### src/obp_pkg.sv
`timescale 1ns / 1ps
// ----------------------------------------------------------------------------
// obp_pkg: shared types and helpers for the oriented box point query
// Request/result structs, register map, stage bundles and saturation.
// ----------------------------------------------------------------------------
package obp_pkg;

	// register map
	localparam int CFG_IDX_W = 3;
	localparam logic [CFG_IDX_W-1:0] REG_CENTER_X    = 3'd0;
	localparam logic [CFG_IDX_W-1:0] REG_CENTER_Y    = 3'd1;
	localparam logic [CFG_IDX_W-1:0] REG_AXIS_X      = 3'd2;
	localparam logic [CFG_IDX_W-1:0] REG_AXIS_Y      = 3'd3;
	localparam logic [CFG_IDX_W-1:0] REG_HALF_WIDTH  = 3'd4;
	localparam logic [CFG_IDX_W-1:0] REG_HALF_HEIGHT = 3'd5;

	// reset values
	localparam logic [31:0] RST_CENTER  = 32'd0;
	localparam logic [15:0] RST_AXIS_X  = 16'd16384;
	localparam logic [15:0] RST_AXIS_Y  = 16'd0;
	localparam logic [30:0] RST_HALF    = 31'd32768;

	// saturation limits
	localparam logic [31:0] S32_MAX = 32'h7fff_ffff;
	localparam logic [31:0] S32_MIN = 32'h8000_0000;

	typedef struct packed {
		logic signed [31:0] query_x;
		logic signed [31:0] query_y;
	} query_t;

	typedef struct packed {
		logic               inside_res;
		logic signed [31:0] nearest_x;
		logic signed [31:0] nearest_y;
	} result_t;

	typedef struct packed {
		logic signed [31:0] center_x;
		logic signed [31:0] center_y;
		logic signed [15:0] axis_x;
		logic signed [15:0] axis_y;
		logic        [30:0] half_width;
		logic        [30:0] half_height;
	} cfg_t;

	// projection stage output
	typedef struct packed {
		logic               vld;
		query_t             query;
		logic signed [31:0] pi;
		logic signed [31:0] pj;
	} proj_t;

	// clamp stage output
	typedef struct packed {
		logic               vld;
		logic               in_box;
		query_t             query;
		logic signed [31:0] ci;
		logic signed [31:0] cj;
	} clamp_t;

	// saturate a 36 bit signed value to 32 bits
	function automatic logic [31:0] sat36(input logic [35:0] v);
		logic [31:0] r;
		if ((v[35:31] == 5'b00000) || (v[35:31] == 5'b11111)) begin
			r = v[31:0];
		end else if (v[35]) begin
			r = S32_MIN;
		end else begin
			r = S32_MAX;
		end
		return r;
	endfunction

endpackage

### src/obp_cfg_regs.sv
`timescale 1ns / 1ps
// ----------------------------------------------------------------------------
// obp_cfg_regs: box configuration registers
// Holds center, i-axis and half extents; writes beyond the map are dropped.
// ----------------------------------------------------------------------------
module obp_cfg_regs (
	input  logic                          clk,
	input  logic                          arst_n,
	input  logic                          cfg_wr,
	input  logic [obp_pkg::CFG_IDX_W-1:0] cfg_addr,
	input  logic [31:0]                   cfg_wdata,
	output obp_pkg::cfg_t                 cfg
);

	obp_pkg::cfg_t cfg_q;

	// register write decode
	always_ff @(posedge clk or negedge arst_n) begin
		if (!arst_n) begin
			cfg_q.center_x    <= obp_pkg::RST_CENTER;
			cfg_q.center_y    <= obp_pkg::RST_CENTER;
			cfg_q.axis_x      <= obp_pkg::RST_AXIS_X;
			cfg_q.axis_y      <= obp_pkg::RST_AXIS_Y;
			cfg_q.half_width  <= obp_pkg::RST_HALF;
			cfg_q.half_height <= obp_pkg::RST_HALF;
		end else if (cfg_wr) begin
			case (cfg_addr)
				obp_pkg::REG_CENTER_X:    cfg_q.center_x    <= cfg_wdata;
				obp_pkg::REG_CENTER_Y:    cfg_q.center_y    <= cfg_wdata;
				obp_pkg::REG_AXIS_X:      cfg_q.axis_x      <= cfg_wdata[15:0];
				obp_pkg::REG_AXIS_Y:      cfg_q.axis_y      <= cfg_wdata[15:0];
				obp_pkg::REG_HALF_WIDTH:  cfg_q.half_width  <= cfg_wdata[30:0];
				obp_pkg::REG_HALF_HEIGHT: cfg_q.half_height <= cfg_wdata[30:0];
				default: ;
			endcase
		end
	end

	assign cfg = cfg_q;

endmodule

### config.mk
export PLATFORM = sky130hd
export DESIGN_NAME = obp_cfg_regs
export DESIGN_NICKNAME = d
export VERILOG_FILES = /design/src/obp_pkg.sv /design/src/obp_cfg_regs.sv
export SDC_FILE = /design/constraint.sdc
export NUM_CORES = 1
export LEC_CHECK = 0
export BUFFER_PORTS_ARGS = -buffer_cell sky130_fd_sc_hd__clkbuf_2
export CAP_MARGIN = 20
export CELL_PAD_IN_SITES_DETAIL_PLACEMENT = 1
export CELL_PAD_IN_SITES_GLOBAL_PLACEMENT = 2
export CORE_ASPECT_RATIO = 0.6
export CORE_MARGIN = 3
export CORE_UTILIZATION = 31
export DETAILED_ROUTE_END_ITERATION = 16
export PLACE_DENSITY = 0.71
export SETUP_SLACK_MARGIN = 0.05
export SLEW_MARGIN = 20
export SYNTH_ARGS = -nofsm -noshare
export SYNTH_HDL_FRONTEND = slang
export SYNTH_SLANG_ARGS = --single-unit
### constraint.sdc
create_clock -name clk -period 0.8 [get_ports clk]
set_clock_uncertainty 0.05 [all_clocks]
set_input_delay 0.16 -clock clk [delete_from_list [all_inputs] [get_ports clk]]
set_output_delay 0.16 -clock clk [all_outputs]
set_load 0.03 [all_outputs]
==> impl_results.rst <==
.. list-table::
   :header-rows: 1

   * - Metric
     - Value
   * - Post-synth top area cell
     - sky130_fd_sc_hd__dfrtp_1
   * - Leakage power
     - ~5.7 nW
   * - Area of the die
     - about 21000 sq um
   * - Most used flip-flop cell after synthesis
     - sky130_fd_sc_hd__dfrtp_1
   * - Remaining global-route overflow
     - 0
   * - Leading cell types by total area after synthesis
     - sky130_fd_sc_hd__dfrtp_1 (65%), sky130_fd_sc_hd__mux2_2 (28%), sky130_fd_sc_hd__mux2_1 (1.9%), sky130_fd_sc_hd__dfstp_2 (1.3%), sky130_fd_sc_hd__buf_6 (1.3%)
   * - Achievable clock frequency
     - 0.749 GHz
   * - Boundary pin count
     - between 150 and 200
   * - Root buf cell
     - sky130_fd_sc_hd__clkbuf_16
   * - Number of nets in the final layout
     - slightly above 700
   * - Hold violation count in the final report
     - 45
   * - Vias/cell
     - between 4 and 5
   * - Number of clock sinks
     - about 160
   * - CP peak stage delay
     - ~0.56 ns
   * - Final period demand of the worst path
     - 1.33 ns
   * - Total area of sequential cells
     - about 4000 sq um
   * - Fraction of the mapped netlist area in simple logic gates
     - 0.0135
   * - Die Width
     - approximately 180 microns
   * - Flip-flop count of the largest register after layout
     - 158
   * - Count of vias placed by the detailed router
     - approximately 4400
   * - Critical path cell sequence
     - buf_8
   * - Fraction of the mapped netlist area in adder cells
     - 0
   * - Final number of max-transition violations
     - 0
   * - Main combinational cell family by area after synthesis
     - multiplexers
   * - Starting DRT DRC Count
     - 142
   * - Beginning of the worst hold path
     - cfg_wdata[31]
   * - Number of cells traversed by the worst hold path
     - 2
   * - Clock Latency Late Sink
     - around 0.43 ns
   * - Number of levels in the clock H-tree
     - 4
   * - Worst VDD drop
     - 1.49 mV
   * - Number of different library cells in the post-synthesis netlist
     - 12
   * - Hold worst-path end
     - cfg[157]
   * - Post-synthesis cell count
     - approximately 340
   * - Worst Reg-to-Reg Cells
     - 3
   * - Post-route cell area
     - about 12000 sq um
   * - Routed wire length
     - ~24000 microns
   * - Bufs on Longest Clock Path
     - 2
   * - Total instance count after detailed placement
     - just under 800
   * - Worst path arrival time
     - 1.12 ns
   * - Worst hold path class
     - in2reg
   * - Via count of the first global-routing pass
     - between 4000 and 5000
   * - Xor and xnor area share after synthesis
     - 0
   * - Cell with the largest stage delay on the worst path
     - sky130_fd_sc_hd__dfstp_2
   * - Worst Path Buf+Inv
     - 1
   * - Share of the yosys chip area belonging to registers
     - 0.665
   * - Average instance area after synthesis
     - approximately 18 sq um
   * - Element type at the critical path start
     - register
   * - Share of final-layout standard cells stronger than drive strength 1
     - 0.784
   * - Site Rows
     - 38
   * - Maximum fanout along the worst path
     - 2
   * - DPL Wire Length
     - about 12000 microns
   * - Number of detailed-route iterations in the first pass
     - 4
   * - Critical Path End Type
     - primary output
   * - Share of the synthesized area in the top cell type
     - 0.652
   * - Area of the core
     - around 18000 sq um
   * - Final number of setup-violating endpoints
     - about 320
   * - Proportion of register bits with asynchronous set or reset after synthesis
     - 1.00
   * - Synthesis-stage register bit count
     - 158
   * - Synthesized area
     - 5950 sq um
   * - CTS tree
     - yes
   * - Violations in the final reports
     - negative hold slack, negative setup slack
   * - Post-cts hold buffer count
     - 1
   * - Y dimension of the die
     - between 100 and 150 microns
   * - GRT Total Usage
     - 0.219
   * - Compound-Gate Fraction of Synth Area
     - 0
   * - Mux cell area share after synthesis
     - 0.299
   * - Synthesized net count
     - approximately 380
   * - Filler instances
     - approximately 1600
   * - RSZ-0062 raised after global routing
     - yes
   * - Number of flops mapped to enable cells by yosys
     - 0
   * - Cell Pwr Density
     - 3020 nW/um^2
   * - Max_slew headroom
     - 0.821
   * - Total cell area at the placement stage
     - ~7700 sq um
   * - Tightest Pin Transition
     - between 0.2 and 0.3 ns
   * - Number of CTS-inserted buffers
     - 17
   * - Launching point of the worst reg2reg path
     - cfg[58]
   * - Final instance count without filler cells
     - 935
   * - Required arrival time at the worst endpoint
     - approximately 0.59 ns
   * - Top cell types by occurrence after synthesis
     - sky130_fd_sc_hd__dfrtp_1 (155), sky130_fd_sc_hd__mux2_2 (148), sky130_fd_sc_hd__mux2_1 (10)
   * - First-pass GRT wire length
     - approximately 34000 microns
   * - Clock transition at the registers of the reported paths
     - 0.07 ns
   * - Setup slack on the worst flop-to-flop path
     - -0.32 ns
   * - Initial cell density of the core
     - 0.323
   * - Total inserted antenna cells
     - 0
   * - Signed area change from the synthesized netlist to the final layout
     - 95.9%
   * - Post-detailed-route DRC marker count
     - 0
   * - Result of the run
     - finished, violations left
   * - Initial antenna violation count
     - 0
   * - Worst Hold Margin
     - -0.0648 ns
   * - Weighted congestion reported at the end of routability-driven placement
     - 0.757
   * - Remaining antenna violation count after routing
     - 0
   * - Final worst slack
     - -0.534 ns
   * - Sum of negative setup slack
     - -107.35 ns
   * - Crit path max-delay family
     - flip-flops
   * - Pin count of the biggest net entering global routing
     - 42
   * - Count of max-cap constraint violations
     - 0
   * - Type of the worst setup path
     - reg2out
   * - Most frequently used cell type in the post-synthesis netlist
     - sky130_fd_sc_hd__dfrtp_1
   * - Buffers added on ports
     - between 150 and 200
   * - WL per Instance
     - 26.0 microns
   * - RR Endpoint
     - cfg[58]
   * - Post-route clock period utilization
     - 1.67
   * - Area of combinational cells with multiple inputs
     - 2490 sq um
   * - Yosys synthesis warning count
     - 0
==> power breakdown <==
group | switching (mW) | total [mW] | internal (mW)
registers | 1.95 | 11.8 | 9.80
logic | 6.23 | 14.7 | 8.43
clock network | 3.78 | 8.83 | 5.05
==> cells by family (layout without fill, tap and decap cells) <==
logic type | after synthesis | after routing
muxes | 158 | 158
DFF | 158 | 158
buffers and inverters | 16 | 373
and+or+nand+nor | 6 | 6
==> metal layers <==
metal | track usage | routed length (microns) | share of wire | vias to the layer above
li1 | - | - | - | 1889
met2 | 0.351 | 12100 | 0.50 | 130
met3 | 0.0774 | 1490 | 0.061 | 22
met1 | 0.287 | 10500 | 0.43 | 2336
met4 | 0.0519 | 274 | 0.011 | 0
met5 | 0 | 0 | 0 | -
==> placed cells by master (no fill, tap or decap), drive strengths merged <==
master / count
bufinv: 3
clkbuf: 53
inv: 9
buf: 304
clkinvlp: 2
mux2: 158
clkinv: 1
dlygate4sd3: 1
and4bb: 1
nor4bb: 2
dfstp: 3
dfrtp: 155
nand4b: 2
nor4b: 1
==> worst max path at each step <==
stage                      from       end  slack, ns  cells after the start
finish                  cfg[15]   cfg[15]      -0.53                      1
global route            cfg[15]   cfg[15]      -0.58                      1
CTS                     cfg[46]   cfg[46]      -0.55                      1
detailed placement  cfg_addr[2]   cfg[95]      -0.78                      4
global placement    cfg_addr[2]  cfg[125]      -0.72                      4
floorplan           cfg_addr[1]  cfg[147]      -0.44                      3
==> stage by stage <==
stage	power (mW)	setup WS [ns]	util
6_report	35.2	-0.534	0.632
5_1_grt	36.6	-0.576	0.632
4_1_cts	32.6	-0.552	0.594
3_5_place_dp	19.5	-0.780	0.415
3_3_place_gp	19.2	-0.723	0.415
2_1_floorplan	16.3	-0.438	-
==> what timing repair did <==
item	4_1_cts	5_1_grt
endpoints found under the hold margin	217	55
pin swaps	3	4
setup endpoints to repair	316	378
setup buffers	58	56
resized for setup	444	210
gates cloned	13	2
==> final cells by class <==
cell class | count | area share
timing repair buffer | 341 | 0.366
multi-input combinational | 164 | 0.214
clock inverter | 15 | 0.0171
sequential | 158 | 0.340
clock buffer | 17 | 0.0365
tap | 240 | 0.0258
(Power assumes the default switching activity.)
