File: src/obp_pkg.sv
`timescale 1ns / 1ps
// ----------------------------------------------------------------------------
// obp_pkg: shared types and helpers for the oriented box point query
// Request/result structs, register map, stage bundles and saturation.
// ----------------------------------------------------------------------------
package obp_pkg;

	// register map
	localparam int CFG_IDX_W = 3;
	localparam logic [CFG_IDX_W-1:0] REG_CENTER_X    = 3'd0;
	localparam logic [CFG_IDX_W-1:0] REG_CENTER_Y    = 3'd1;
	localparam logic [CFG_IDX_W-1:0] REG_AXIS_X      = 3'd2;
	localparam logic [CFG_IDX_W-1:0] REG_AXIS_Y      = 3'd3;
	localparam logic [CFG_IDX_W-1:0] REG_HALF_WIDTH  = 3'd4;
	localparam logic [CFG_IDX_W-1:0] REG_HALF_HEIGHT = 3'd5;

	// reset values
	localparam logic [31:0] RST_CENTER  = 32'd0;
	localparam logic [15:0] RST_AXIS_X  = 16'd16384;
	localparam logic [15:0] RST_AXIS_Y  = 16'd0;
	localparam logic [30:0] RST_HALF    = 31'd32768;

	// saturation limits
	localparam logic [31:0] S32_MAX = 32'h7fff_ffff;
	localparam logic [31:0] S32_MIN = 32'h8000_0000;

	typedef struct packed {
		logic signed [31:0] query_x;
		logic signed [31:0] query_y;
	} query_t;

	typedef struct packed {
		logic               inside_res;
		logic signed [31:0] nearest_x;
		logic signed [31:0] nearest_y;
	} result_t;

	typedef struct packed {
		logic signed [31:0] center_x;
		logic signed [31:0] center_y;
		logic signed [15:0] axis_x;
		logic signed [15:0] axis_y;
		logic        [30:0] half_width;
		logic        [30:0] half_height;
	} cfg_t;

	// projection stage output
	typedef struct packed {
		logic               vld;
		query_t             query;
		logic signed [31:0] pi;
		logic signed [31:0] pj;
	} proj_t;

	// clamp stage output
	typedef struct packed {
		logic               vld;
		logic               in_box;
		query_t             query;
		logic signed [31:0] ci;
		logic signed [31:0] cj;
	} clamp_t;

	// saturate a 36 bit signed value to 32 bits
	function automatic logic [31:0] sat36(input logic [35:0] v);
		logic [31:0] r;
		if ((v[35:31] == 5'b00000) || (v[35:31] == 5'b11111)) begin
			r = v[31:0];
		end else if (v[35]) begin
			r = S32_MIN;
		end else begin
			r = S32_MAX;
		end
		return r;
	endfunction

endpackage

File: src/obp_clamp.sv
`timescale 1ns / 1ps
// ----------------------------------------------------------------------------
// obp_clamp: inside test and projection clamp, one stage
// Compares absolute projections with the half extents and clamps them.
// ----------------------------------------------------------------------------
module obp_clamp (
	input  logic             clk,
	input  logic             arst_n,
	input  obp_pkg::proj_t   proj,
	input  obp_pkg::cfg_t    cfg,
	output obp_pkg::clamp_t  clmp
);

	logic [32:0]        api, apj;
	logic signed [31:0] hw, hh;
	logic signed [31:0] ci, cj;
	logic               in_box;
	logic               vld_s4;
	logic               inside_s4;
	obp_pkg::query_t    query_s4;
	logic signed [31:0] ci_s4, cj_s4;

	// magnitudes, a projection of the most negative value has magnitude 2^31
	assign api = proj.pi[31] ? -{1'b1, proj.pi} : {1'b0, proj.pi};
	assign apj = proj.pj[31] ? -{1'b1, proj.pj} : {1'b0, proj.pj};

	assign hw = $signed({1'b0, cfg.half_width});
	assign hh = $signed({1'b0, cfg.half_height});

	assign in_box = (api < {2'b00, cfg.half_width}) && (apj < {2'b00, cfg.half_height});

	// clamp each projection to [-half, +half]
	always_comb begin
		if (proj.pi > hw) begin
			ci = hw;
		end else if (proj.pi < -hw) begin
			ci = -hw;
		end else begin
			ci = proj.pi;
		end
		if (proj.pj > hh) begin
			cj = hh;
		end else if (proj.pj < -hh) begin
			cj = -hh;
		end else begin
			cj = proj.pj;
		end
	end

	always_ff @(posedge clk or negedge arst_n) begin
		if (!arst_n) begin
			vld_s4 <= 1'b0;
		end else begin
			vld_s4 <= proj.vld;
		end
	end

	always_ff @(posedge clk) begin
		inside_s4 <= in_box;
		query_s4  <= proj.query;
		ci_s4     <= ci;
		cj_s4     <= cj;
	end

	assign clmp.vld    = vld_s4;
	assign clmp.in_box = inside_s4;
	assign clmp.query  = query_s4;
	assign clmp.ci     = ci_s4;
	assign clmp.cj     = cj_s4;

	// clamped values stay within the half extents
	a_ci_range: assert property (@(posedge clk) disable iff (!arst_n)
		vld_s4 |-> (ci_s4 <= hw) && (ci_s4 >= -hw))
		else $error("clamped i projection outside half width");

	a_cj_range: assert property (@(posedge clk) disable iff (!arst_n)
		vld_s4 |-> (cj_s4 <= hh) && (cj_s4 >= -hh))
		else $error("clamped j projection outside half height");

	// an inside point is never clamped
	a_inside_unclamped: assert property (@(posedge clk) disable iff (!arst_n)
		proj.vld |=> !inside_s4 || ((ci_s4 == $past(proj.pi)) && (cj_s4 == $past(proj.pj))))
		else $error("inside point had its projection clamped");

endmodule

File: config.mk
export PLATFORM = sky130hd
export DESIGN_NAME = obp_clamp
export DESIGN_NICKNAME = d
export VERILOG_FILES = /design/src/obp_pkg.sv /design/src/obp_clamp.sv
export SDC_FILE = /design/constraint.sdc
export NUM_CORES = 1
export LEC_CHECK = 0
export ABC_AREA = 1
export BUFFER_PORTS_ARGS = -buffer_cell sky130_fd_sc_hd__buf_2
export CAP_MARGIN = 10
export CORE_AREA = 2 2 164 166
export DETAILED_ROUTE_END_ITERATION = 12
export DIE_AREA = 0 0 166 168
export GPL_TIMING_DRIVEN = 0
export PLACE_DENSITY = 0.77
export SYNTH_ARGS = -nofsm -noshare
export SYNTH_HDL_FRONTEND = slang
export SYNTH_SLANG_ARGS = --single-unit
File: constraint.sdc
create_clock -name clk -period 1.04 [get_ports clk]
set_input_delay 0.052 -clock clk [delete_from_list [all_inputs] [get_ports clk]]
set_output_delay 0.052 -clock clk [all_outputs]
set_load 0.1 [all_outputs]
==> results.ini, run 1 <==
[synth]
avgSynthCellArea_um2 = 6.92
synthFlopType = dfxtp_1
yosysWarningCount = 0
yosys.area.top_type = dfxtp_1
ys_types = 41
synth_commonest_cells = nand2_1 (376), nand3_1 (238), ha_1 (188)
synthArstFlopShare = 0.00769
netlist.area_leader.share = 0.217
syn-num-nets = 2194
netlist_instances = 1717
synth_edf_count = 0
ys_seq_area_frac = 0.219
synth.area.top_cells = dfxtp_1 (22%), ha_1 (20%), nand2_1 (12%)
syn-cell-area_um2 = 11900
synth_most_common_cell = nand2_1
ys_ff_latch = 130

[die]
start_util = 0.451
fp.dieH_um = 168
boundaryPins = 419
die_width_um = 166
rows = 60

[status]
outcome = stopped before the end
haltStage = global routing
error = [ERROR GRT-0232] Routing congestion too high. Check the congestion heatmap in the GUI.

[clock_network]
cts.path.max_buffers = 2
clkSinkCount = 130
clockRootBuffer = clkbuf_16
cts_buffers = 17
htree_levels = 4

[placement]
place_congestion = 1.04
port_buffers = 322
dpl.hpwl_um = 35100
pre_cts_ws_ns = -2.11

[timing]
grt_worst_setup_endpoint = ci_s4[28]$_DFF_P_/D
worstEpCategory = register input

[global_routing]
grt_max_degree = 17
overflow = 10
grt_util_all_layers = 0.691

==> repair_timing <==
action | 4_1_cts
hold endpoints to repair | 125
gates resized for setup | 751
pin swaps | 171
hold buffers | 126
cloned | 18
endpoints found under the setup margin | 195
buffers inserted | 87
==> logic make-up after synthesis <==
| family | synth area share |
|---|---|
| buf+inv | 0.0856 |
| fa+ha+maj | 0.198 |
| flops | 0.219 |
| simple gates | 0.341 |
| xor+xnor | 0.0801 |
| compound gates | 0.0759 |
==> through the flow <==
stage	TNS (ns)	utilization	cell area [µm²]	hold WS [ns]	instances
4_1_cts	-90.24	0.763	20100	0.00994	2641
3_5_place_dp	-131.54	0.546	14400	-0.172	2380
3_3_place_gp	-130.22	0.546	14400	-0.173	2380
2_1_floorplan	-80.74	-	12300	-0.244	1717
==> layer usage <==
metal	GRT usage	GRT overflow
met5	0.450	0
met4	0.616	4
met3	0.576	1
met2	0.855	5
met1	0.679	0
==> inputs of run 2 (changes only) <==
--- a/config.mk
+++ b/config.mk
@@ -8,11 +8,10 @@
 export ABC_AREA = 1
 export BUFFER_PORTS_ARGS = -buffer_cell sky130_fd_sc_hd__buf_2
 export CAP_MARGIN = 10
-export CORE_AREA = 2 2 164 166
+export CORE_UTILIZATION = 40
 export DETAILED_ROUTE_END_ITERATION = 12
-export DIE_AREA = 0 0 166 168
 export GPL_TIMING_DRIVEN = 0
-export PLACE_DENSITY = 0.77
+export PLACE_DENSITY_LB_ADDON = 0.15
 export SYNTH_ARGS = -nofsm -noshare
 export SYNTH_HDL_FRONTEND = slang
 export SYNTH_SLANG_ARGS = --single-unit
==> results.ini, run 2 <==
[status]
outcome = finished, violations left  ; was stopped before the end
violations = setup timing

[timing]
fin_crit_ns = 2.71
setup_ws_ns = -1.67
maxSlewViolCount = 0
slew_headroom = 0.501
rsz0062_at_grt = yes
setup_viol = 67
period_share = 2.60
holdWs_ns = 0.0206
fmax_mhz = 370
hold_violations = 0
max_slew.worst_pin.slew_ns = 0.742

[route]
drt_iter0_drc = 1562
totalWireLength_um = 58400
wl_per_cell_um = 21.5
drc = 0
ant_nets = 0
dr_total_vias = 15318
vias_per_cell = 5.64
dr.pass1.iters = 6

[synth]
synth-adder-area-share = 0.198  ; unchanged
synth.area.top_cells = dfxtp_1 (22%), ha_1 (20%), nand2_1 (12%)  ; unchanged
netlist.area_leader.share = 0.217  ; unchanged
avgSynthCellArea_um2 = 6.92  ; unchanged
yosys.area_share.xor_xnor = 0.0801  ; unchanged
synth_most_common_cell = nand2_1  ; unchanged
synthMuxAreaShare = 0  ; unchanged
synth_compound_area_frac = 0.0759  ; unchanged
synthArstFlopShare = 0.00769  ; unchanged
syn-num-nets = 2194  ; unchanged
ys_seq_area_frac = 0.219  ; unchanged
yosysWarningCount = 0  ; unchanged
synth_commonest_cells = nand2_1 (376), nand3_1 (238), ha_1 (188)  ; unchanged
synth_top_family_by_area = simple AND/OR/NAND/NOR gates  ; unchanged
synthSimpleGateAreaFrac = 0.341  ; unchanged
ys_ff_latch = 130  ; unchanged
ys_types = 41  ; unchanged
synth_edf_count = 0  ; unchanged
syn-cell-area_um2 = 11900  ; unchanged
synthFlopType = dfxtp_1  ; unchanged
netlist_instances = 1717  ; unchanged
yosys.area.top_type = dfxtp_1  ; unchanged

[die]
boundaryPins = 419  ; unchanged
rows = 62  ; was 60
die_area_um2 = 30400
start_util = 0.411  ; was 0.451
die_width_um = 174  ; was 166 µm
core_um2 = 28900
fp.dieH_um = 174  ; was 168 µm

[critical_path]
slowest_stage = nand4_1
path_cells = buf_2 > inv_1 > nand2_2 > nor3_4 > nand4_1 > nor2_1 > nand3_1 > nand2_1 > nand2_2 > ha_1 > a21oi_1 > o21a_1 > nand2_2 > a21oi_4 > buf_6 > nand2_8 > nand2_8 > buf_8 > nand3_2 > nand3_2 > nand2_2
crit_end = cj_s4[10]$_DFF_P_
worstSetupStartpoint = cfg[24]
path_class = input port to flop
slowest_delay_ns = 0.24
cp-end-kind = flop
path_common_cell = nand2_2
path_max_fanout = 7
startpoint_type = input port
arrival_ns = 3.02
required_ns = 1.35

[global_routing]
antenna_found_initial = 2
grt_util_all_layers = 0.323
grt_max_degree = 17
overflow = 0
grt_first_pass_wirelength_um = 75900
grt_pass1_vias = 14125

[layout]
largest_reg_flops = 64
antenna_cells = 0
layout_common_cells = nand2_1 (314), buf_2 (180), ha_1 (180), inv_1 (152), nand3_2 (147)
final_cells = 2715
final_util = 0.764
area_delta_synth_final_pct = 86.0
drive_gt1_frac = 0.471
final_nets = 2796
final_common_cell = nand2_1

[power]
vdd_ir_drop_max_mv = 0.981
power_density_nw_per_um2 = 1170
p_leak_nw = 10.7

[placement]
place_congestion = 0.992  ; was 1.04
dp.cells = 2423  ; was 2380
port_buffers = 322  ; unchanged
dpl.hpwl_um = 36700  ; was 35100 µm

[min_path]
hold_start = proj[4]
hp-class = input port to flop

[run]
cap_viol_max_count = 0

[clock_network]
clkSinkCount = 130  ; unchanged
cts_tree = built
clockRootBuffer = clkbuf_16  ; unchanged
cts.path.max_buffers = 2  ; unchanged
cts_buffers = 17  ; unchanged
clk_pin_slew_ns = 0.07
htree_levels = 4  ; unchanged

run 2: cell counts after synthesis:
Identical to the previous run, type by type.
run 2: layout make-up:
type | instances | area (µm²)
fillers | 1857 | 6830
clock buffers | 18 | 439
multi-input cells | 1344 | 10500
plain buffers | 44 | 576
inverters | 197 | 811
clock inverters | 13 | 176
repair buffers | 585 | 6340
flip-flops and latches | 130 | 2760
well taps | 384 | 480
run 2: through the flow:
stage	setup TNS [ns]	area [µm²]	total power [mW]	setup slack [ns]
4_1_cts	-108.27	18500	23.0	-1.43
3_5_place_dp	-132.22	14400	14.8	-2.13
2_1_floorplan	-80.74	12300	12.6	-1.28
6_report	-103.65	22100	25.9	-1.67
5_1_grt	-111.73	22100	26.8	-1.80
3_3_place_gp	-131.63	14400	14.8	-2.14
run 2: where the power goes:
group,switching [mW],internal [mW]
clock network,2.77,3.88
logic,8.22,5.03
registers,0.431,5.58
total,11.4,14.5
run 2: timing repair:
action	4_1_cts	5_1_grt
hold endpoints to repair	127	0
buffers inserted	81	39
pin swaps	102	226
hold buffers	128	0
cloned	7	12
endpoints found under the setup margin	195	183
gates resized for setup	361	941
run 2: kinds of logic after synthesis:
logic type,count (synthesis)
xor+xnor,107
compound gates,164
fa+ha+maj,188
buf+inv,243
flops,130
simple gates,885
run 2: worst min path at each step:
stage	slack, ns	end	depth (start not counted)
floorplan	-0.24	vld_s4$_DFF_PN0_	0
global placement	-0.16	vld_s4$_DFF_PN0_	1
detailed placement	-0.17	vld_s4$_DFF_PN0_	1
CTS	0.00007	cj_s4[3]$_DFF_P_	5
global route	0.02	cj_s4[4]$_DFF_P_	5
finish	0.02	cj_s4[4]$_DFF_P_	5
run 2: worst max-delay path: cells and delay by family:
family,cells,cell delay (ns)
AOI/OAI and AO/OA,3,0.51
and+or+nand+nor,13,1.65
adders and majority gates,1,0.20
buffers and inverters,4,0.60
run 2: layer usage:
layer  vias to the layer above  wire, µm  GRT usage
met4                         4      3340      0.152
met5                         -        27          0
li1                       6900         -          -
met1                      7176     21100      0.386
met2                       962     29100      0.566
met3                       276      4860     0.0477
(Power assumes the default switching activity.)
